## config.mk

```make
export PLATFORM = sky130hd
export DESIGN_NAME = descriptor_ring_window_engine_unit
export DESIGN_NICKNAME = d
export VERILOG_FILES = /design/src/rtl/core/dre_pkg.sv /design/src/rtl/core/descriptor_ring_window_engine_unit.sv /design/src/rtl/core/dre_ram.sv /design/src/rtl/core/dre_mod.sv /design/src/rtl/core/dre_ctrl.sv
export SDC_FILE = /design/constraint.sdc
export NUM_CORES = 2
export LEC_CHECK = 0
export ABC_AREA = 1
export BUFFER_PORTS_ARGS = -buffer_cell sky130_fd_sc_hd__buf_4
export CAP_MARGIN = 30
export CORE_ASPECT_RATIO = 0.8
export CORE_MARGIN = 2
export CORE_UTILIZATION = 45
export DETAILED_ROUTE_END_ITERATION = 6
export GPL_TIMING_DRIVEN = 0
export HOLD_SLACK_MARGIN = 0.05
export PLACE_DENSITY = 0.64
export SYNTH_ARGS = -nofsm -noshare
export SYNTH_HDL_FRONTEND = slang
export SYNTH_SLANG_ARGS = --single-unit
```

## constraint.sdc

```tcl
create_clock -name clk_i -period 19.5 [get_ports clk_i]
set_clock_uncertainty 0.1 [all_clocks]
set_input_delay 1.95 -clock clk_i [delete_from_list [all_inputs] [get_ports clk_i]]
set_output_delay 1.95 -clock clk_i [all_outputs]
set_load 0.005 [all_outputs]
```

## src/rtl/core/dre_pkg.sv

```systemverilog
`default_nettype none

package dre_pkg;

  localparam int unsigned SLOTS    = 16;
  localparam int unsigned SLOT_W   = 4;
  localparam int unsigned CNT_W    = 5;
  localparam int unsigned IDX_W    = 13;
  localparam int unsigned LEN_W    = 14;
  localparam int unsigned RING_MAX = 8192;
  localparam int unsigned DESC_W   = 7;
  localparam int unsigned DESC_MAX = 64;
  localparam int unsigned BYTES_W  = 11;
  localparam int unsigned PROD_W   = IDX_W + DESC_W;
  localparam int unsigned STEP_W   = $clog2(LEN_W + 1);

  // slot lifecycle
  localparam logic [2:0] PH_EMPTY      = 3'd0;
  localparam logic [2:0] PH_FETCHING   = 3'd1;
  localparam logic [2:0] PH_PREPARED   = 3'd3;
  localparam logic [2:0] PH_PROCESSING = 3'd4;
  localparam logic [2:0] PH_PROCESSED  = 3'd5;
  localparam logic [2:0] PH_WRITING    = 3'd6;
  localparam logic [2:0] PH_WRITTEN    = 3'd7;

  localparam logic [2:0] OP_TAIL       = 3'd0;
  localparam logic [2:0] OP_ENABLE     = 3'd1;
  localparam logic [2:0] OP_FETCH_DONE = 3'd2;
  localparam logic [2:0] OP_PROCESSED  = 3'd3;
  localparam logic [2:0] OP_WB_DONE    = 3'd4;
  localparam logic [2:0] OP_RESET      = 3'd5;

  localparam logic [1:0] KIND_FETCH   = 2'd0;
  localparam logic [1:0] KIND_PROCESS = 2'd1;
  localparam logic [1:0] KIND_WB      = 2'd2;
  localparam logic [1:0] KIND_HEAD    = 2'd3;

  localparam logic [2:0] CFG_RING_BASE   = 3'd0;
  localparam logic [2:0] CFG_RING_LEN    = 3'd1;
  localparam logic [2:0] CFG_DESC_SIZE   = 3'd2;
  localparam logic [2:0] CFG_FETCH_LIMIT = 3'd3;
  localparam logic [2:0] CFG_ACTIVE_LIM  = 3'd4;
  localparam logic [2:0] CFG_WB_LIMIT    = 3'd5;

  typedef struct packed {
    logic [63:0]       ring_base;
    logic [LEN_W-1:0]  len;
    logic [DESC_W-1:0] desc;
    logic [13:0]       fetch_limit;
    logic [4:0]        active_limit;
    logic [13:0]       wb_limit;
  } cfg_t;

  typedef struct packed {
    logic [1:0]         kind;
    logic [63:0]        addr;
    logic [BYTES_W-1:0] bytes;
    logic [SLOT_W-1:0]  slot;
    logic [IDX_W-1:0]   idx;
    logic [CNT_W-1:0]   cnt;
    logic [IDX_W-1:0]   head;
    logic               last;
  } res_t;

endpackage

`default_nettype wire

```

## src/rtl/core/descriptor_ring_window_engine_unit.sv

```systemverilog
// Requests: a request is taken only while the engine is idle, so no new one is taken
// until the last is complete, result-side stalls included. A tail write while stopped
// only stores the tail; a running event scans the slots, runs up to three remainder
// passes and writes the slots it claims; writeback completions also retire written slots.
// The one-read, one-write slot memories take a read and an evaluate state per slot.
// Reset: window empty, engine stopped, tail zero, registers at their defaults.
`default_nettype none

module descriptor_ring_window_engine_unit (
  input  wire logic        clk_i,
  input  wire logic        rst_ni,
  input  wire logic        cfg_valid_i,
  output logic             cfg_ready_o,
  input  wire logic [2:0]  cfg_index_i,
  input  wire logic [63:0] cfg_data_i,
  input  wire logic        in_valid_i,
  output logic             in_stall_o,
  input  wire logic [2:0]  op_i,
  input  wire logic [12:0] tail_i,
  input  wire logic [3:0]  slot_i,
  input  wire logic [4:0]  count_i,
  output logic             out_valid_o,
  input  wire logic        out_stall_i,
  output logic [1:0]       kind_o,
  output logic [63:0]      dma_addr_o,
  output logic [10:0]      dma_bytes_o,
  output logic [3:0]       first_slot_o,
  output logic [12:0]      ring_index_o,
  output logic [4:0]       slot_count_o,
  output logic [12:0]      head_o,
  output logic             last_o
);
  import dre_pkg::*;

  logic [63:0]       ring_base_q;
  logic [13:0]       ring_len_q;
  logic [DESC_W-1:0] desc_size_q;
  logic [13:0]       fetch_limit_q;
  logic [4:0]        active_limit_q;
  logic [13:0]       wb_limit_q;
  cfg_t              cfg;
  res_t              res;

  assign cfg_ready_o = 1'b1;

  always_ff @(posedge clk_i or negedge rst_ni) begin
    if (!rst_ni) begin
      ring_base_q    <= '0;
      ring_len_q     <= 14'd512;
      desc_size_q    <= 7'd16;
      fetch_limit_q  <= 14'd8192;
      active_limit_q <= 5'd16;
      wb_limit_q     <= 14'd8192;
    end else if (cfg_valid_i) begin
      case (cfg_index_i)
        CFG_RING_BASE:   ring_base_q    <= cfg_data_i;
        CFG_RING_LEN:    ring_len_q     <= cfg_data_i[13:0];
        CFG_DESC_SIZE:   desc_size_q    <= cfg_data_i[DESC_W-1:0];
        CFG_FETCH_LIMIT: fetch_limit_q  <= cfg_data_i[13:0];
        CFG_ACTIVE_LIM:  active_limit_q <= cfg_data_i[4:0];
        CFG_WB_LIMIT:    wb_limit_q     <= cfg_data_i[13:0];
        default: ;
      endcase
    end
  end

  // clamp ring length and descriptor size into their usable ranges
  always_comb begin
    cfg.ring_base    = ring_base_q;
    cfg.fetch_limit  = fetch_limit_q;
    cfg.active_limit = active_limit_q;
    cfg.wb_limit     = wb_limit_q;
    if (ring_len_q == '0) begin
      cfg.len = LEN_W'(1);
    end else if (ring_len_q > LEN_W'(RING_MAX)) begin
      cfg.len = LEN_W'(RING_MAX);
    end else begin
      cfg.len = ring_len_q;
    end
    if (desc_size_q == '0) begin
      cfg.desc = DESC_W'(1);
    end else if (desc_size_q > DESC_W'(DESC_MAX)) begin
      cfg.desc = DESC_W'(DESC_MAX);
    end else begin
      cfg.desc = desc_size_q;
    end
  end

  dre_ctrl u_ctrl (
    .clk_i       (clk_i),
    .rst_ni      (rst_ni),
    .cfg_i       (cfg),
    .in_valid_i  (in_valid_i),
    .in_stall_o  (in_stall_o),
    .op_i        (op_i),
    .tail_i      (tail_i),
    .slot_i      (slot_i),
    .count_i     (count_i),
    .out_valid_o (out_valid_o),
    .out_stall_i (out_stall_i),
    .out_o       (res)
  );

  assign kind_o       = res.kind;
  assign dma_addr_o   = res.addr;
  assign dma_bytes_o  = res.bytes;
  assign first_slot_o = res.slot;
  assign ring_index_o = res.idx;
  assign slot_count_o = res.cnt;
  assign head_o       = res.head;
  assign last_o       = res.last;

endmodule

`default_nettype wire

```

## src/rtl/core/dre_ram.sv

```systemverilog
`default_nettype none

module dre_ram #(
  parameter int unsigned WIDTH = 8,
  parameter int unsigned DEPTH = 16,
  localparam int unsigned AW = $clog2(DEPTH)
) (
  input  wire logic             clk_i,
  input  wire logic             we_i,
  input  wire logic [AW-1:0]    waddr_i,
  input  wire logic [WIDTH-1:0] wdata_i,
  input  wire logic [AW-1:0]    raddr_i,
  output logic      [WIDTH-1:0] rdata_o
);

  logic [WIDTH-1:0] mem_q [DEPTH];
  logic [WIDTH-1:0] rdata_q;

  always_ff @(posedge clk_i) begin
    if (we_i) begin
      mem_q[waddr_i] <= wdata_i;
    end
    rdata_q <= mem_q[raddr_i];
  end

  assign rdata_o = rdata_q;

endmodule

`default_nettype wire

```

## src/rtl/core/dre_mod.sv

```systemverilog
`default_nettype none

module dre_mod (
  input  wire logic                        clk_i,
  input  wire logic                        rst_ni,
  input  wire logic                        go_i,
  input  wire logic [dre_pkg::LEN_W-1:0]   dividend_i,
  input  wire logic [dre_pkg::LEN_W-1:0]   divisor_i,
  output logic                             done_o,
  output logic      [dre_pkg::IDX_W-1:0]   rem_o
);
  import dre_pkg::*;

  logic [LEN_W-1:0]  rem_q, rem_d;
  logic [LEN_W-1:0]  quo_q;
  logic [STEP_W-1:0] step_q;
  logic              busy_q, done_q;
  logic [LEN_W:0]    trial;

  // restoring remainder, one dividend bit per cycle
  always_comb begin
    trial = {rem_q, quo_q[LEN_W-1]};
    if (trial >= {1'b0, divisor_i}) begin
      rem_d = LEN_W'(trial - {1'b0, divisor_i});
    end else begin
      rem_d = trial[LEN_W-1:0];
    end
  end

  always_ff @(posedge clk_i or negedge rst_ni) begin
    if (!rst_ni) begin
      busy_q <= 1'b0;
      done_q <= 1'b0;
      step_q <= '0;
    end else begin
      done_q <= 1'b0;
      if (go_i) begin
        busy_q <= 1'b1;
        step_q <= STEP_W'(LEN_W);
      end else if (busy_q) begin
        step_q <= step_q - 1'b1;
        if (step_q == STEP_W'(1)) begin
          busy_q <= 1'b0;
          done_q <= 1'b1;
        end
      end
    end
  end

  always_ff @(posedge clk_i) begin
    if (go_i) begin
      rem_q <= '0;
      quo_q <= dividend_i;
    end else if (busy_q) begin
      rem_q <= rem_d;
      quo_q <= {quo_q[LEN_W-2:0], 1'b0};
    end
  end

  assign done_o = done_q;
  assign rem_o  = rem_q[IDX_W-1:0];

endmodule

`default_nettype wire

```

## src/rtl/core/dre_ctrl.sv

```systemverilog
`default_nettype none

module dre_ctrl (
  input  wire logic                        clk_i,
  input  wire logic                        rst_ni,
  input  wire dre_pkg::cfg_t               cfg_i,
  input  wire logic                        in_valid_i,
  output logic                             in_stall_o,
  input  wire logic [2:0]                  op_i,
  input  wire logic [dre_pkg::IDX_W-1:0]   tail_i,
  input  wire logic [dre_pkg::SLOT_W-1:0]  slot_i,
  input  wire logic [dre_pkg::CNT_W-1:0]   count_i,
  output logic                             out_valid_o,
  input  wire logic                        out_stall_i,
  output dre_pkg::res_t                    out_o
);
  import dre_pkg::*;

  localparam logic [4:0] S_IDLE      = 5'd0;
  localparam logic [4:0] S_C_RD      = 5'd1;
  localparam logic [4:0] S_C_EV      = 5'd2;
  localparam logic [4:0] S_B_RD      = 5'd3;
  localparam logic [4:0] S_B_EV      = 5'd4;
  localparam logic [4:0] S_HEAD_DIV  = 5'd5;
  localparam logic [4:0] S_HEAD_EMIT = 5'd6;
  localparam logic [4:0] S_F_DIV1    = 5'd7;
  localparam logic [4:0] S_F_DIV2    = 5'd8;
  localparam logic [4:0] S_F_CALC    = 5'd9;
  localparam logic [4:0] S_F_WR      = 5'd10;
  localparam logic [4:0] S_F_EMIT    = 5'd11;
  localparam logic [4:0] S_P_RD      = 5'd12;
  localparam logic [4:0] S_P_EV      = 5'd13;
  localparam logic [4:0] S_W_RD      = 5'd14;
  localparam logic [4:0] S_W_EV      = 5'd15;
  localparam logic [4:0] S_W_CALC    = 5'd16;
  localparam logic [4:0] S_W_WR      = 5'd17;
  localparam logic [4:0] S_W_EMIT    = 5'd18;
  localparam logic [4:0] S_FLUSH     = 5'd19;

  logic [4:0]        state_q, state_d;
  logic [2:0]        ev_op_q, ev_op_d;
  logic [SLOT_W-1:0] ev_slot_q, ev_slot_d;
  logic [CNT_W-1:0]  ev_n_q, ev_n_d;
  logic [IDX_W-1:0]  tail_q, tail_d;
  logic              running_q, running_d;
  logic [SLOT_W-1:0] wfs_q, wfs_d;
  logic [IDX_W-1:0]  wfi_q, wfi_d;
  logic [CNT_W-1:0]  wc_q, wc_d;
  logic [CNT_W-1:0]  idx_q, idx_d;
  logic [CNT_W-1:0]  fcnt_q, fcnt_d;
  logic [IDX_W-1:0]  next_q, next_d;
  logic [IDX_W-1:0]  t_q, t_d;
  logic              skip_q, skip_d;
  logic [PROD_W-1:0] prod_q;
  logic [SLOTS-1:0]  vld_q, vld_d;
  logic              rd_vld_q;
  res_t              pend_q, pend_d, out_q, out_d;
  logic              pend_vld_q, pend_vld_d, out_vld_q, out_vld_d;

  logic [SLOT_W-1:0] rd_addr, wr_addr;
  logic              ph_we, rix_we;
  logic [2:0]        ph_wdata, ph_rdata, ph_rd, ph_from, ph_to;
  logic [IDX_W-1:0]  rix_wdata, rix_rdata;
  logic              div_go, div_done;
  logic [LEN_W-1:0]  div_dividend;
  logic [IDX_W-1:0]  div_rem;
  logic              can_push;
  logic [CNT_W-1:0]  n_sat;
  logic [LEN_W-1:0]  f_avail, f_c, f_free, f_room, w_c;
  logic [IDX_W-1:0]  mul_idx;

  dre_ram #(.WIDTH(3), .DEPTH(SLOTS)) u_phase_ram (
    .clk_i   (clk_i),
    .we_i    (ph_we),
    .waddr_i (wr_addr),
    .wdata_i (ph_wdata),
    .raddr_i (rd_addr),
    .rdata_o (ph_rdata)
  );

  dre_ram #(.WIDTH(IDX_W), .DEPTH(SLOTS)) u_index_ram (
    .clk_i   (clk_i),
    .we_i    (rix_we),
    .waddr_i (wr_addr),
    .wdata_i (rix_wdata),
    .raddr_i (rd_addr),
    .rdata_o (rix_rdata)
  );

  dre_mod u_mod (
    .clk_i      (clk_i),
    .rst_ni     (rst_ni),
    .go_i       (div_go),
    .dividend_i (div_dividend),
    .divisor_i  (cfg_i.len),
    .done_o     (div_done),
    .rem_o      (div_rem)
  );

  assign in_stall_o = (state_q != S_IDLE);
  assign ph_rd      = rd_vld_q ? ph_rdata : PH_EMPTY;
  assign can_push   = !pend_vld_q || !out_vld_q || !out_stall_i;
  assign n_sat      = (count_i > CNT_W'(SLOTS)) ? CNT_W'(SLOTS) : count_i;

  assign rd_addr = ((state_q == S_C_RD || state_q == S_C_EV) ? ev_slot_q : wfs_q)
                   + idx_q[SLOT_W-1:0];
  assign wr_addr = (state_q == S_F_WR) ? (wfs_q + wc_q[SLOT_W-1:0] + idx_q[SLOT_W-1:0])
                                       : rd_addr;
  assign rix_wdata = next_q + IDX_W'(idx_q);

  always_comb begin
    case (ev_op_q)
      OP_FETCH_DONE: begin ph_from = PH_FETCHING;   ph_to = PH_PREPARED;  end
      OP_PROCESSED:  begin ph_from = PH_PROCESSING; ph_to = PH_PROCESSED; end
      default:       begin ph_from = PH_WRITING;    ph_to = PH_WRITTEN;   end
    endcase
  end

  // fetch sizing: ring distance, then free slots, active room, limit, ring end
  always_comb begin
    if (t_q >= next_q) begin
      f_avail = LEN_W'(t_q) - LEN_W'(next_q);
    end else begin
      f_avail = LEN_W'(t_q) + cfg_i.len - LEN_W'(next_q);
    end
    f_free = LEN_W'(SLOTS) - LEN_W'(wc_q);
    f_room = (cfg_i.active_limit > wc_q) ? LEN_W'(cfg_i.active_limit - wc_q) : '0;
    f_c = f_avail;
    if (f_free < f_c) f_c = f_free;
    if (f_room < f_c) f_c = f_room;
    if (cfg_i.fetch_limit < f_c) f_c = cfg_i.fetch_limit;
    if (LEN_W'(next_q) + f_c > cfg_i.len) f_c = cfg_i.len - LEN_W'(next_q);
  end

  always_comb begin
    w_c = LEN_W'(idx_q);
    if (cfg_i.wb_limit < w_c) w_c = cfg_i.wb_limit;
    if (LEN_W'(wfi_q) >= cfg_i.len) begin
      w_c = '0;
    end else if (LEN_W'(wfi_q) + w_c > cfg_i.len) begin
      w_c = cfg_i.len - LEN_W'(wfi_q);
    end
  end

  assign mul_idx = (state_q == S_F_CALC || state_q == S_F_WR || state_q == S_F_EMIT)
                   ? next_q : wfi_q;

  always_comb begin
    logic push, start_fetch, after_cpl, bump_done, proc_start, wb_start;
    res_t new_res;

    state_d    = state_q;
    ev_op_d    = ev_op_q;
    ev_slot_d  = ev_slot_q;
    ev_n_d     = ev_n_q;
    tail_d     = tail_q;
    running_d  = running_q;
    wfs_d      = wfs_q;
    wfi_d      = wfi_q;
    wc_d       = wc_q;
    idx_d      = idx_q;
    fcnt_d     = fcnt_q;
    next_d     = next_q;
    t_d        = t_q;
    skip_d     = skip_q;
    vld_d      = vld_q;
    pend_d     = pend_q;
    pend_vld_d = pend_vld_q;
    out_d      = out_q;
    out_vld_d  = out_vld_q && out_stall_i;
    ph_we      = 1'b0;
    ph_wdata   = PH_EMPTY;
    rix_we     = 1'b0;
    div_go     = 1'b0;
    div_dividend = '0;
    push        = 1'b0;
    start_fetch = 1'b0;
    after_cpl   = 1'b0;
    bump_done   = 1'b0;
    proc_start  = 1'b0;
    wb_start    = 1'b0;
    new_res     = '0;

    case (state_q)
      S_IDLE: begin
        if (in_valid_i) begin
          ev_op_d   = op_i;
          ev_slot_d = slot_i;
          ev_n_d    = (op_i == OP_PROCESSED) ? CNT_W'(1) : n_sat;
          idx_d     = '0;
          case (op_i)
            OP_TAIL: begin
              tail_d = tail_i;
              if (running_q) start_fetch = 1'b1;
            end
            OP_ENABLE: begin
              running_d   = 1'b1;
              start_fetch = 1'b1;
            end
            OP_FETCH_DONE, OP_PROCESSED: begin
              if (op_i == OP_PROCESSED || n_sat != '0) begin
                state_d = S_C_RD;
              end else if (running_q) begin
                start_fetch = 1'b1;
              end
            end
            OP_WB_DONE: begin
              if (running_q) begin
                state_d = (n_sat != '0) ? S_C_RD : S_B_RD;
              end
            end
            OP_RESET: begin
              running_d = 1'b0;
              wfs_d     = '0;
              wfi_d     = '0;
              wc_d      = '0;
              vld_d     = '0;
            end
            default: ;
          endcase
        end
      end
      S_C_RD: state_d = S_C_EV;
      S_C_EV: begin
        if (ph_rd == ph_from) begin
          ph_we    = 1'b1;
          ph_wdata = ph_to;
        end
        idx_d = idx_q + 1'b1;
        if (idx_q + 1'b1 == ev_n_q) begin
          after_cpl = 1'b1;
        end else begin
          state_d = S_C_RD;
        end
      end
      S_B_RD: begin
        if (idx_q == wc_q) bump_done = 1'b1;
        else               state_d = S_B_EV;
      end
      S_B_EV: begin
        if (ph_rd == PH_WRITTEN) begin
          ph_we    = 1'b1;
          ph_wdata = PH_EMPTY;
          idx_d    = idx_q + 1'b1;
          state_d  = S_B_RD;
        end else begin
          bump_done = 1'b1;
        end
      end
      S_HEAD_DIV: begin
        if (div_done) begin
          wfi_d   = div_rem;
          state_d = S_HEAD_EMIT;
        end
      end
      S_HEAD_EMIT: begin
        if (can_push) begin
          push         = 1'b1;
          new_res.kind = KIND_HEAD;
          new_res.head = wfi_q;
          start_fetch  = 1'b1;
        end
      end
      S_F_DIV1: begin
        if (div_done) begin
          next_d       = div_rem;
          div_go       = 1'b1;
          div_dividend = LEN_W'(tail_q);
          state_d      = S_F_DIV2;
        end
      end
      S_F_DIV2: begin
        if (div_done) begin
          t_d     = div_rem;
          state_d = S_F_CALC;
        end
      end
      S_F_CALC: begin
        fcnt_d = f_c[CNT_W-1:0];
        idx_d  = '0;
        if (f_c == '0) proc_start = 1'b1;
        else           state_d = S_F_WR;
      end
      S_F_WR: begin
        ph_we    = 1'b1;
        ph_wdata = PH_FETCHING;
        rix_we   = 1'b1;
        vld_d[wr_addr] = 1'b1;
        idx_d    = idx_q + 1'b1;
        if (idx_q + 1'b1 == fcnt_q) state_d = S_F_EMIT;
      end
      S_F_EMIT: begin
        if (can_push) begin
          push          = 1'b1;
          new_res.kind  = KIND_FETCH;
          new_res.addr  = cfg_i.ring_base + 64'(prod_q);
          new_res.bytes = BYTES_W'(cfg_i.desc) * BYTES_W'(fcnt_q);
          new_res.slot  = wfs_q + wc_q[SLOT_W-1:0];
          new_res.idx   = next_q;
          new_res.cnt   = fcnt_q;
          wc_d          = wc_q + fcnt_q;
          proc_start    = 1'b1;
        end
      end
      S_P_RD: begin
        if (idx_q == wc_q) wb_start = 1'b1;
        else               state_d = S_P_EV;
      end
      S_P_EV: begin
        if (skip_q && ph_rd > PH_PREPARED) begin
          idx_d   = idx_q + 1'b1;
          state_d = S_P_RD;
        end else if (ph_rd == PH_PREPARED) begin
          if (can_push) begin
            ph_we        = 1'b1;
            ph_wdata     = PH_PROCESSING;
            push         = 1'b1;
            new_res.kind = KIND_PROCESS;
            new_res.slot = rd_addr;
            new_res.idx  = rix_rdata;
            idx_d        = idx_q + 1'b1;
            skip_d       = 1'b0;
            state_d      = S_P_RD;
          end
        end else begin
          wb_start = 1'b1;
        end
      end
      S_W_RD: begin
        if (idx_q == wc_q) state_d = S_W_CALC;
        else               state_d = S_W_EV;
      end
      S_W_EV: begin
        if (ph_rd == PH_PROCESSED) begin
          idx_d   = idx_q + 1'b1;
          state_d = S_W_RD;
        end else begin
          state_d = S_W_CALC;
        end
      end
      S_W_CALC: begin
        fcnt_d = w_c[CNT_W-1:0];
        idx_d  = '0;
        state_d = (w_c == '0) ? S_FLUSH : S_W_WR;
      end
      S_W_WR: begin
        ph_we    = 1'b1;
        ph_wdata = PH_WRITING;
        idx_d    = idx_q + 1'b1;
        if (idx_q + 1'b1 == fcnt_q) state_d = S_W_EMIT;
      end
      S_W_EMIT: begin
        if (can_push) begin
          push          = 1'b1;
          new_res.kind  = KIND_WB;
          new_res.addr  = cfg_i.ring_base + 64'(prod_q);
          new_res.bytes = BYTES_W'(cfg_i.desc) * BYTES_W'(fcnt_q);
          new_res.slot  = wfs_q;
          new_res.idx   = wfi_q;
          new_res.cnt   = fcnt_q;
          state_d       = S_FLUSH;
        end
      end
      S_FLUSH: begin
        // release the held result as the final one of this request
        if (!pend_vld_q) begin
          state_d = S_IDLE;
        end else if (!out_vld_q || !out_stall_i) begin
          out_d      = pend_q;
          out_d.last = 1'b1;
          out_vld_d  = 1'b1;
          pend_vld_d = 1'b0;
          state_d    = S_IDLE;
        end
      end
      default: state_d = S_IDLE;
    endcase

    if (after_cpl) begin
      if (ev_op_q == OP_WB_DONE) begin
        idx_d   = '0;
        state_d = S_B_RD;
      end else if (running_q) begin
        start_fetch = 1'b1;
      end else begin
        state_d = S_FLUSH;
      end
    end
    if (bump_done) begin
      wfs_d        = wfs_q + idx_q[SLOT_W-1:0];
      wc_d         = wc_q - idx_q;
      div_go       = 1'b1;
      div_dividend = LEN_W'(wfi_q) + LEN_W'(idx_q);
      state_d      = S_HEAD_DIV;
    end
    if (start_fetch) begin
      div_go       = 1'b1;
      div_dividend = LEN_W'(wfi_q) + LEN_W'(wc_q);
      state_d      = S_F_DIV1;
    end
    if (proc_start) begin
      idx_d   = '0;
      skip_d  = 1'b1;
      state_d = S_P_RD;
    end
    if (wb_start) begin
      idx_d   = '0;
      state_d = S_W_RD;
    end
    // hold one result back so the last one can be marked
    if (push) begin
      if (pend_vld_q) begin
        out_d     = pend_q;
        out_vld_d = 1'b1;
      end
      pend_d     = new_res;
      pend_vld_d = 1'b1;
    end
  end

  always_ff @(posedge clk_i or negedge rst_ni) begin
    if (!rst_ni) begin
      state_q    <= S_IDLE;
      tail_q     <= '0;
      running_q  <= 1'b0;
      wfs_q      <= '0;
      wfi_q      <= '0;
      wc_q       <= '0;
      idx_q      <= '0;
      skip_q     <= 1'b0;
      vld_q      <= '0;
      rd_vld_q   <= 1'b0;
      pend_vld_q <= 1'b0;
      out_vld_q  <= 1'b0;
    end else begin
      state_q    <= state_d;
      tail_q     <= tail_d;
      running_q  <= running_d;
      wfs_q      <= wfs_d;
      wfi_q      <= wfi_d;
      wc_q       <= wc_d;
      idx_q      <= idx_d;
      skip_q     <= skip_d;
      vld_q      <= vld_d;
      rd_vld_q   <= vld_q[rd_addr];
      pend_vld_q <= pend_vld_d;
      out_vld_q  <= out_vld_d;
    end
  end

  always_ff @(posedge clk_i) begin
    ev_op_q   <= ev_op_d;
    ev_slot_q <= ev_slot_d;
    ev_n_q    <= ev_n_d;
    fcnt_q    <= fcnt_d;
    next_q    <= next_d;
    t_q       <= t_d;
    pend_q    <= pend_d;
    out_q     <= out_d;
    prod_q    <= PROD_W'(mul_idx) * PROD_W'(cfg_i.desc);
  end

  assign out_valid_o = out_vld_q;
  assign out_o       = out_q;

endmodule

`default_nettype wire

```

* Word level (Yosys, flattened, before mapping)
Memories as Yosys holds them, arrays and structs flattened. A register that Yosys moved wholly into a read port is not among the register bits. Cells that the tools add are included.
Word-level totals: output and inout port bits 116, input port bits 97, memories kept 2, bits in writable memories 256, word-level logic and storage cells 365, bits in registers 506
Memory list:
- u_ctrl.u_index_ram.mem_q | words 16, width 13, rd ports 1, clocked after Yosys merged registers in 1, wr ports 1, RTL line dre_ram.sv:16 | logic [WIDTH-1:0] mem_q [DEPTH];
- u_ctrl.u_phase_ram.mem_q | words 16, width 3, rd ports 1, clocked after Yosys merged registers in 1, wr ports 1, RTL line dre_ram.sv:16
Cells by class: add/sub/neg operators 22, reductions and logical operators 58, eq/ne operators 47, multiplexer cells 171, multiply operators 2, bitwise gates (word level) 1, $lt $le $gt $ge 17
Operator list (count):
- 2-to-1 mux 113 bit | 5
- 2-to-1 mux 14 bit | 17
- 2-to-1 mux 5 bit | 43
- case mux 75 bit (2 select lines) | 1
- 2-to-1 mux 99 bit | 1
- 2-to-1 mux 97 bit | 1
- case mux 5 bit (19 select lines) | 1
- 2-to-1 mux 13 bit | 5
- adder 64 x 20 -> 64 bit | 1
- 2-to-1 mux 1 bit | 51
- 2-to-1 mux 17 bit | 3
- case mux 17 bit (3 select lines) | 1
- adder 13 x 14 -> 14 bit | 3
- logical NOT 14 bit | 3
- less-than comparator 14 bit | 3
- subtractor 14 x 13 -> 14 bit | 3
- equality test 5 x 4 -> 1 bit (second input constant) | 8
- case mux 5 bit (2 select lines) | 4
- 2-to-1 mux 16 bit | 2
- 2-to-1 mux 4 bit | 8
- case mux 16 bit (2 select lines) | 1
- case mux 5 bit (6 select lines) | 1
- adder 13 x 5 -> 14 bit | 2
- > comparator 14 bit | 2
- 62 further kinds | 148

* Depth between registers and ports, before layout
word-level depth 25, depth in mapped cells 87, depth with buffers taken out 86

* Cells and area by module
A second synthesis with hierarchy kept.
Second synthesis, totals: cell total of the unflattened synthesis 5379, area total of the unflattened synthesis 46639.7 um2
By module, submodules not included:
- dre_ctrl | instances 1, cells an instance 3393, area each 27926.8 um2, seq. area each 10099.7 um2
- dre_ram (u_ctrl.u_index_ram) | instances 1, cells an instance 878, area each 9272.6 um2, seq. area each 6506.2 um2
- descriptor_ring_window_engine_unit | instances 1, cells an instance 518, area each 4682.0 um2, seq. area each 2959.1 um2
- dre_mod | instances 1, cells an instance 366, area each 2518.7 um2, seq. area each 850.8 um2
- dre_ram (u_ctrl.u_phase_ram) | instances 1, cells an instance 224, area each 2239.6 um2, seq. area each 1501.4 um2

* Least setup slack after synthesis
No wires, ideal clock.
path type reg-to-reg, start point register ring_len_q[6], end point register u_ctrl.state_q[0], data arrival time 10939 ps, stages on the path, launching flop included 79, period minus slack after synthesis 11160 ps, required time 19279 ps, path buffers 2, setup slack 8340 ps, library setup time 121 ps, cells stage by stage dfrtp_1 > nor4_1 > nand3_1 > nand2_1 > inv_1 > nor2_1 > inv_1 > fa_1 > inv_1 > ha_1 > nand2_1 > nand3_1 > nand3_1 > nand3_1 > a21oi_1 > nor2_1 > nor2_1 > xor2_1 > [43 not listed] > ha_1 > nand2_1 > inv_1 > nand3_1 > nor3_1 > nand2_1 > o2111ai_1 > nand2_1 > nor4_1 > nand3_1 > a21oi_1 > o311ai_0 > nand2_1 > nand3_2 > nor2_4 > nor2_4 > nand2_4 > nor2_1
Between the ends: word-level cells in the longest chain between the ends 25, elaborated cells between the ends (all ways) 29, classes of those cells add/sub (4); order compare (5); mux (18); reduce/logical (2)
RTL lines:
- from (decl) | RTL line descriptor_ring_window_engine_unit.sv:36 | logic [13:0] ring_len_q;
- from (signal assigned) | RTL line descriptor_ring_window_engine_unit.sv:57 | CFG_RING_LEN: ring_len_q <= cfg_data_i[13:0];
- > comparator 14 bit | RTL line descriptor_ring_window_engine_unit.sv:75 | end else if (ring_len_q > LEN_W'(RING_MAX)) begin
- 2-to-1 mux 14 bit | RTL line descriptor_ring_window_engine_unit.sv:75
- 2-to-1 mux 14 bit * | RTL line descriptor_ring_window_engine_unit.sv:73 | if (ring_len_q == '0) begin
- adder 13 x 14 -> 14 bit | RTL line dre_ctrl.sv:124 | f_avail = LEN_W'(t_q) + cfg_i.len - LEN_W'(next_q);
- subtractor 14 x 13 -> 14 bit | RTL line dre_ctrl.sv:124
- 2-to-1 mux 14 bit | RTL line dre_ctrl.sv:121 | if (t_q >= next_q) begin
- less-than comparator 14 bit | RTL line dre_ctrl.sv:129 | if (f_free < f_c) f_c = f_free;
- 2-to-1 mux 14 bit | RTL line dre_ctrl.sv:129
- [10 not listed]
- 2-to-1 mux 5 bit | RTL line dre_ctrl.sv:383 | end else if (running_q) begin
- 2-to-1 mux 5 bit | RTL line dre_ctrl.sv:380 | if (ev_op_q == OP_WB_DONE) begin
- 2-to-1 mux 5 bit | RTL line dre_ctrl.sv:379 | if (after_cpl) begin
- 2-to-1 mux 5 bit | RTL line dre_ctrl.sv:389 | if (bump_done) begin
- 2-to-1 mux 5 bit | RTL line dre_ctrl.sv:396 | if (start_fetch) begin
- 2-to-1 mux 5 bit * | RTL line dre_ctrl.sv:401 | if (proc_start) begin
- 2-to-1 mux 5 bit * | RTL line dre_ctrl.sv:406 | if (wb_start) begin
- net u_ctrl.state_d[0] | RTL line dre_ctrl.sv:40 | logic [4:0] state_q, state_d;
- to (signal assigned) | RTL line dre_ctrl.sv:436 | state_q <= state_d;
- to (decl) | RTL line dre_ctrl.sv:40
The timed path passes the listed nets; every way through them passes the cells marked *. A chain may end at the register's enable or synchronous reset.

* Final worst setup path
start point register ring_len_q[5], end point register u_ctrl.state_q[0]
Same word-level chain as after synthesis.

==> impl_results.md <==
- Post-DRT Antenna Nets: 0
- FF-to-FF setup slack: 5.36 ns
- CTS Buf Count: 82
- GRT busiest layer: met1
- Fin crit share: 72.52%
- Worst Path Required: 19.93 ns
- Most numerous cell in the Yosys netlist: nand2_1
- Initial DRC Count: 4088
- Core Box Area: 0.09872 sq mm
- Effective utilization at floorplan: 45.45%
- Setup violators final: 0
- WHS: 0.3706 ns
- Setup TNS: 0 ns
- Hold crit path type: reg2reg
- Status: completed
- Fin worst setup slack: 5.359 ns
- Post-DP HPWL: 103700 um
- Via density per instance: 5.442
- Clock Sinks: 778
- CP Class: reg2reg
- CTS tree: yes
- Die W: 357.0 um
- Critical Path Start Type: flip-flop
- Syn Inst Count: 4887
- Final worst path period need: 14.14 ns
- Register bit total from synthesis: 778
- Top_reg_cell synth: edfxtp_1
- Post-synth EDFFs: 538
- Crit-path most repeated cell: nand2_1
- Area grow syn2layout: 14.09%
- Synth area leaders: edfxtp_1 36%, dfrtp_1 10%, ha_1 7.7%
- Synth area leader: edfxtp_1
- Fmax: 0.07072 GHz
- Clk slew on worst S/H paths: 0.06 ns
- Postcts setup bufs: 0
- Worst hold stages: 2
- Routed length per instance: 20.42 um
- Drt pass-1 iters: 6
- Hold_sp: u_ctrl.u_mod.rem_q[13]$_SDFFE_PN0P_
- Die Ht: 286.4 um
- Syn_area_per_cell: 9.180 sq um
- Clock Tree Buf Depth: 3
- Worst Path Max Fanout: 10
- Synthesized cell area: 0.04486 sq mm
- Final WL: 134900 um
- Ys Warns: 0
- Post-CTS sizing: 0
- Max-Cap Viols: 0
- Tot GR Track Use: 26.26%
- Root Driver: clkbuf_16
- Global Route met2 Usage: 38.74%
- R2r startpoint: ring_len_q[5]$_DFFE_PN0P_
- Slew HR: 31.93%
- Post-synthesis async set-or-reset flop share: 24.42%
- DR DRC count: 0
- GPL Wtd Cong: 0.9571
- Layout cells sized above 1: 9.106%
- GRT Residual Overflow: 0
- Row count: 103
- Reg2reg end: u_ctrl.state_q[0]$_DFF_PN0_
- Top cells by count, synth: 821 x nand2_1, 724 x inv_1, 646 x nor2_1
- Least-Margin Pin Slew: 1.017 ns
- Initial antenna violation count: 7
- CP max stage delay: 0.54 ns
- Largest net degree at the start of global routing: 102
- First-pass GRT wire length: 203600 um
- DP Worst Slack: 5.713 ns
- Cell area after layout: 0.05119 sq mm
- Register area share after synthesis: 48.85%
- Total number of vias: 35950
- Synth unique cells: 68
- Cell count of the worst reg-to-reg path: 82
- Placed Area: 0.04851 sq mm
- Vias in the first global route: 33920
- Die area: 0.1023 sq mm
- IO Pins: 213
- # port buffers: 211
- CTS H-tree lvls: 3
- CP Capture Type: flip-flop
- Clk_lat worst skew: 0.66 ns
- Slowest CP cell: fa_1
- Unrepaired setup endpoints after global routing: no
- CP arrival: 14.57 ns
- GR Layer Usage met1: 39.06%
- Met3 Track Usage GR: 5.628%
- Net count, final: 5697
- Hold EP: u_ctrl.u_mod.rem_q[13]$_SDFFE_PN0P_
- CTS Hold Bufs: 0
- Final Hold Vio Count: 0
- Max Slew Vio Count: 0
- Post-synth top area share: 36.01%
## layout make-up
class,instances,area [sq um]
multi-input combinational,3240,19640
sequential,778,21920
tap,1312,1642
antenna,1,2.502
clock buffer,104,2197
fill,9081,47530
buffer,139,573.1
inverter,737,2774
timing repair buffer,247,1959
clock inverter,48,479.2
## per-layer routing
metal	part of all wire [%]	vias up
met5	0.037	-
met4	2.5	8
met3	10	209
met2	42	1616
met1	45	17140
li1	-	16970
## how the worst max path moves through the flow
| stage | start | end | slack, ns | depth (start not counted) |
|---|---|---|---|---|
| after CTS | ring_len_q[5]$_DFFE_PN0P_ | u_ctrl.state_q[0]$_DFF_PN0_ | 5.68 | 80 |
| after floorplan | ring_len_q[6]$_DFFE_PN0P_ | u_ctrl.state_q[0]$_DFF_PN0_ | 8.34 | 78 |
| final | ring_len_q[5]$_DFFE_PN0P_ | u_ctrl.state_q[0]$_DFF_PN0_ | 5.36 | 82 |
| after global placement | ring_len_q[6]$_DFFE_PN0P_ | u_ctrl.state_q[0]$_DFF_PN0_ | 5.97 | 78 |
| after global routing | ring_len_q[5]$_DFFE_PN0P_ | u_ctrl.state_q[0]$_DFF_PN0_ | 4.34 | 80 |
| after detailed placement | ring_len_q[6]$_DFFE_PN0P_ | u_ctrl.state_q[0]$_DFF_PN0_ | 5.71 | 78 |
## layout by cell type (no fill, tap or decap), drive strengths merged, types with 10 or more instances in the layout
| cell | Yosys | layout |
|---|---|---|
| o21bai | 16 | 16 |
| buf | 13 | 260 |
| o211ai | 12 | 12 |
| xor2 | 118 | 118 |
| dfxtp | 50 | 50 |
| fa | 98 | 98 |
| clkbuf | 126 | 230 |
| nand2 | 840 | 840 |
| mux2 | 44 | 44 |
| ha | 277 | 277 |
| o221ai | 15 | 15 |
| nor3 | 67 | 67 |
| edfxtp | 538 | 538 |
| a31oi | 25 | 25 |
| o22ai | 107 | 107 |
| a21oi | 234 | 234 |
| clkinv | 11 | 43 |
| nand3 | 146 | 146 |
| o21ai | 361 | 361 |
| nor4 | 16 | 16 |
| xnor2 | 59 | 59 |
| inv | 726 | 732 |
| nand4 | 48 | 48 |
| nor2 | 655 | 655 |
| a211oi | 10 | 10 |
| dfrtp | 185 | 185 |
## stage by stage
| step | cells | util, % |
|---|---|---|
| 2_1_floorplan | 4894 | - |
| 3_3_place_gp | 6417 | 48.74 |
| 3_5_place_dp | 6453 | 49.14 |
| 4_1_cts | 6605 | 51.85 |
| 5_1_grt | 6606 | 51.85 |
| 6_report | 6606 | 51.85 |
## worst max-delay path: cells and delay by family, from the launching register on
family	cells	cell delay (ns)
simple gates	42	5.68
compound gates	18	3.28
fa+ha+maj	8	2.64
buf+inv	12	1.68
flops	1	0.38
xor+xnor	2	0.22
## kinds of logic (layout without fill, tap and decap cells)
kind of cell,count (synthesis),in the layout,share of synthesized area [%]
fa+ha+maj,375,375,12.10
flops,778,778,48.85
simple gates,1801,1801,16.56
xor+xnor,177,177,3.455
buf+inv,876,1275,7.443
compound gates,833,833,10.45
other cells,2,10,0.01674
mux,45,45,1.127
Power is not shown: default switching activity piles up to over one toggle a cycle in this logic, so the estimate is an artifact.
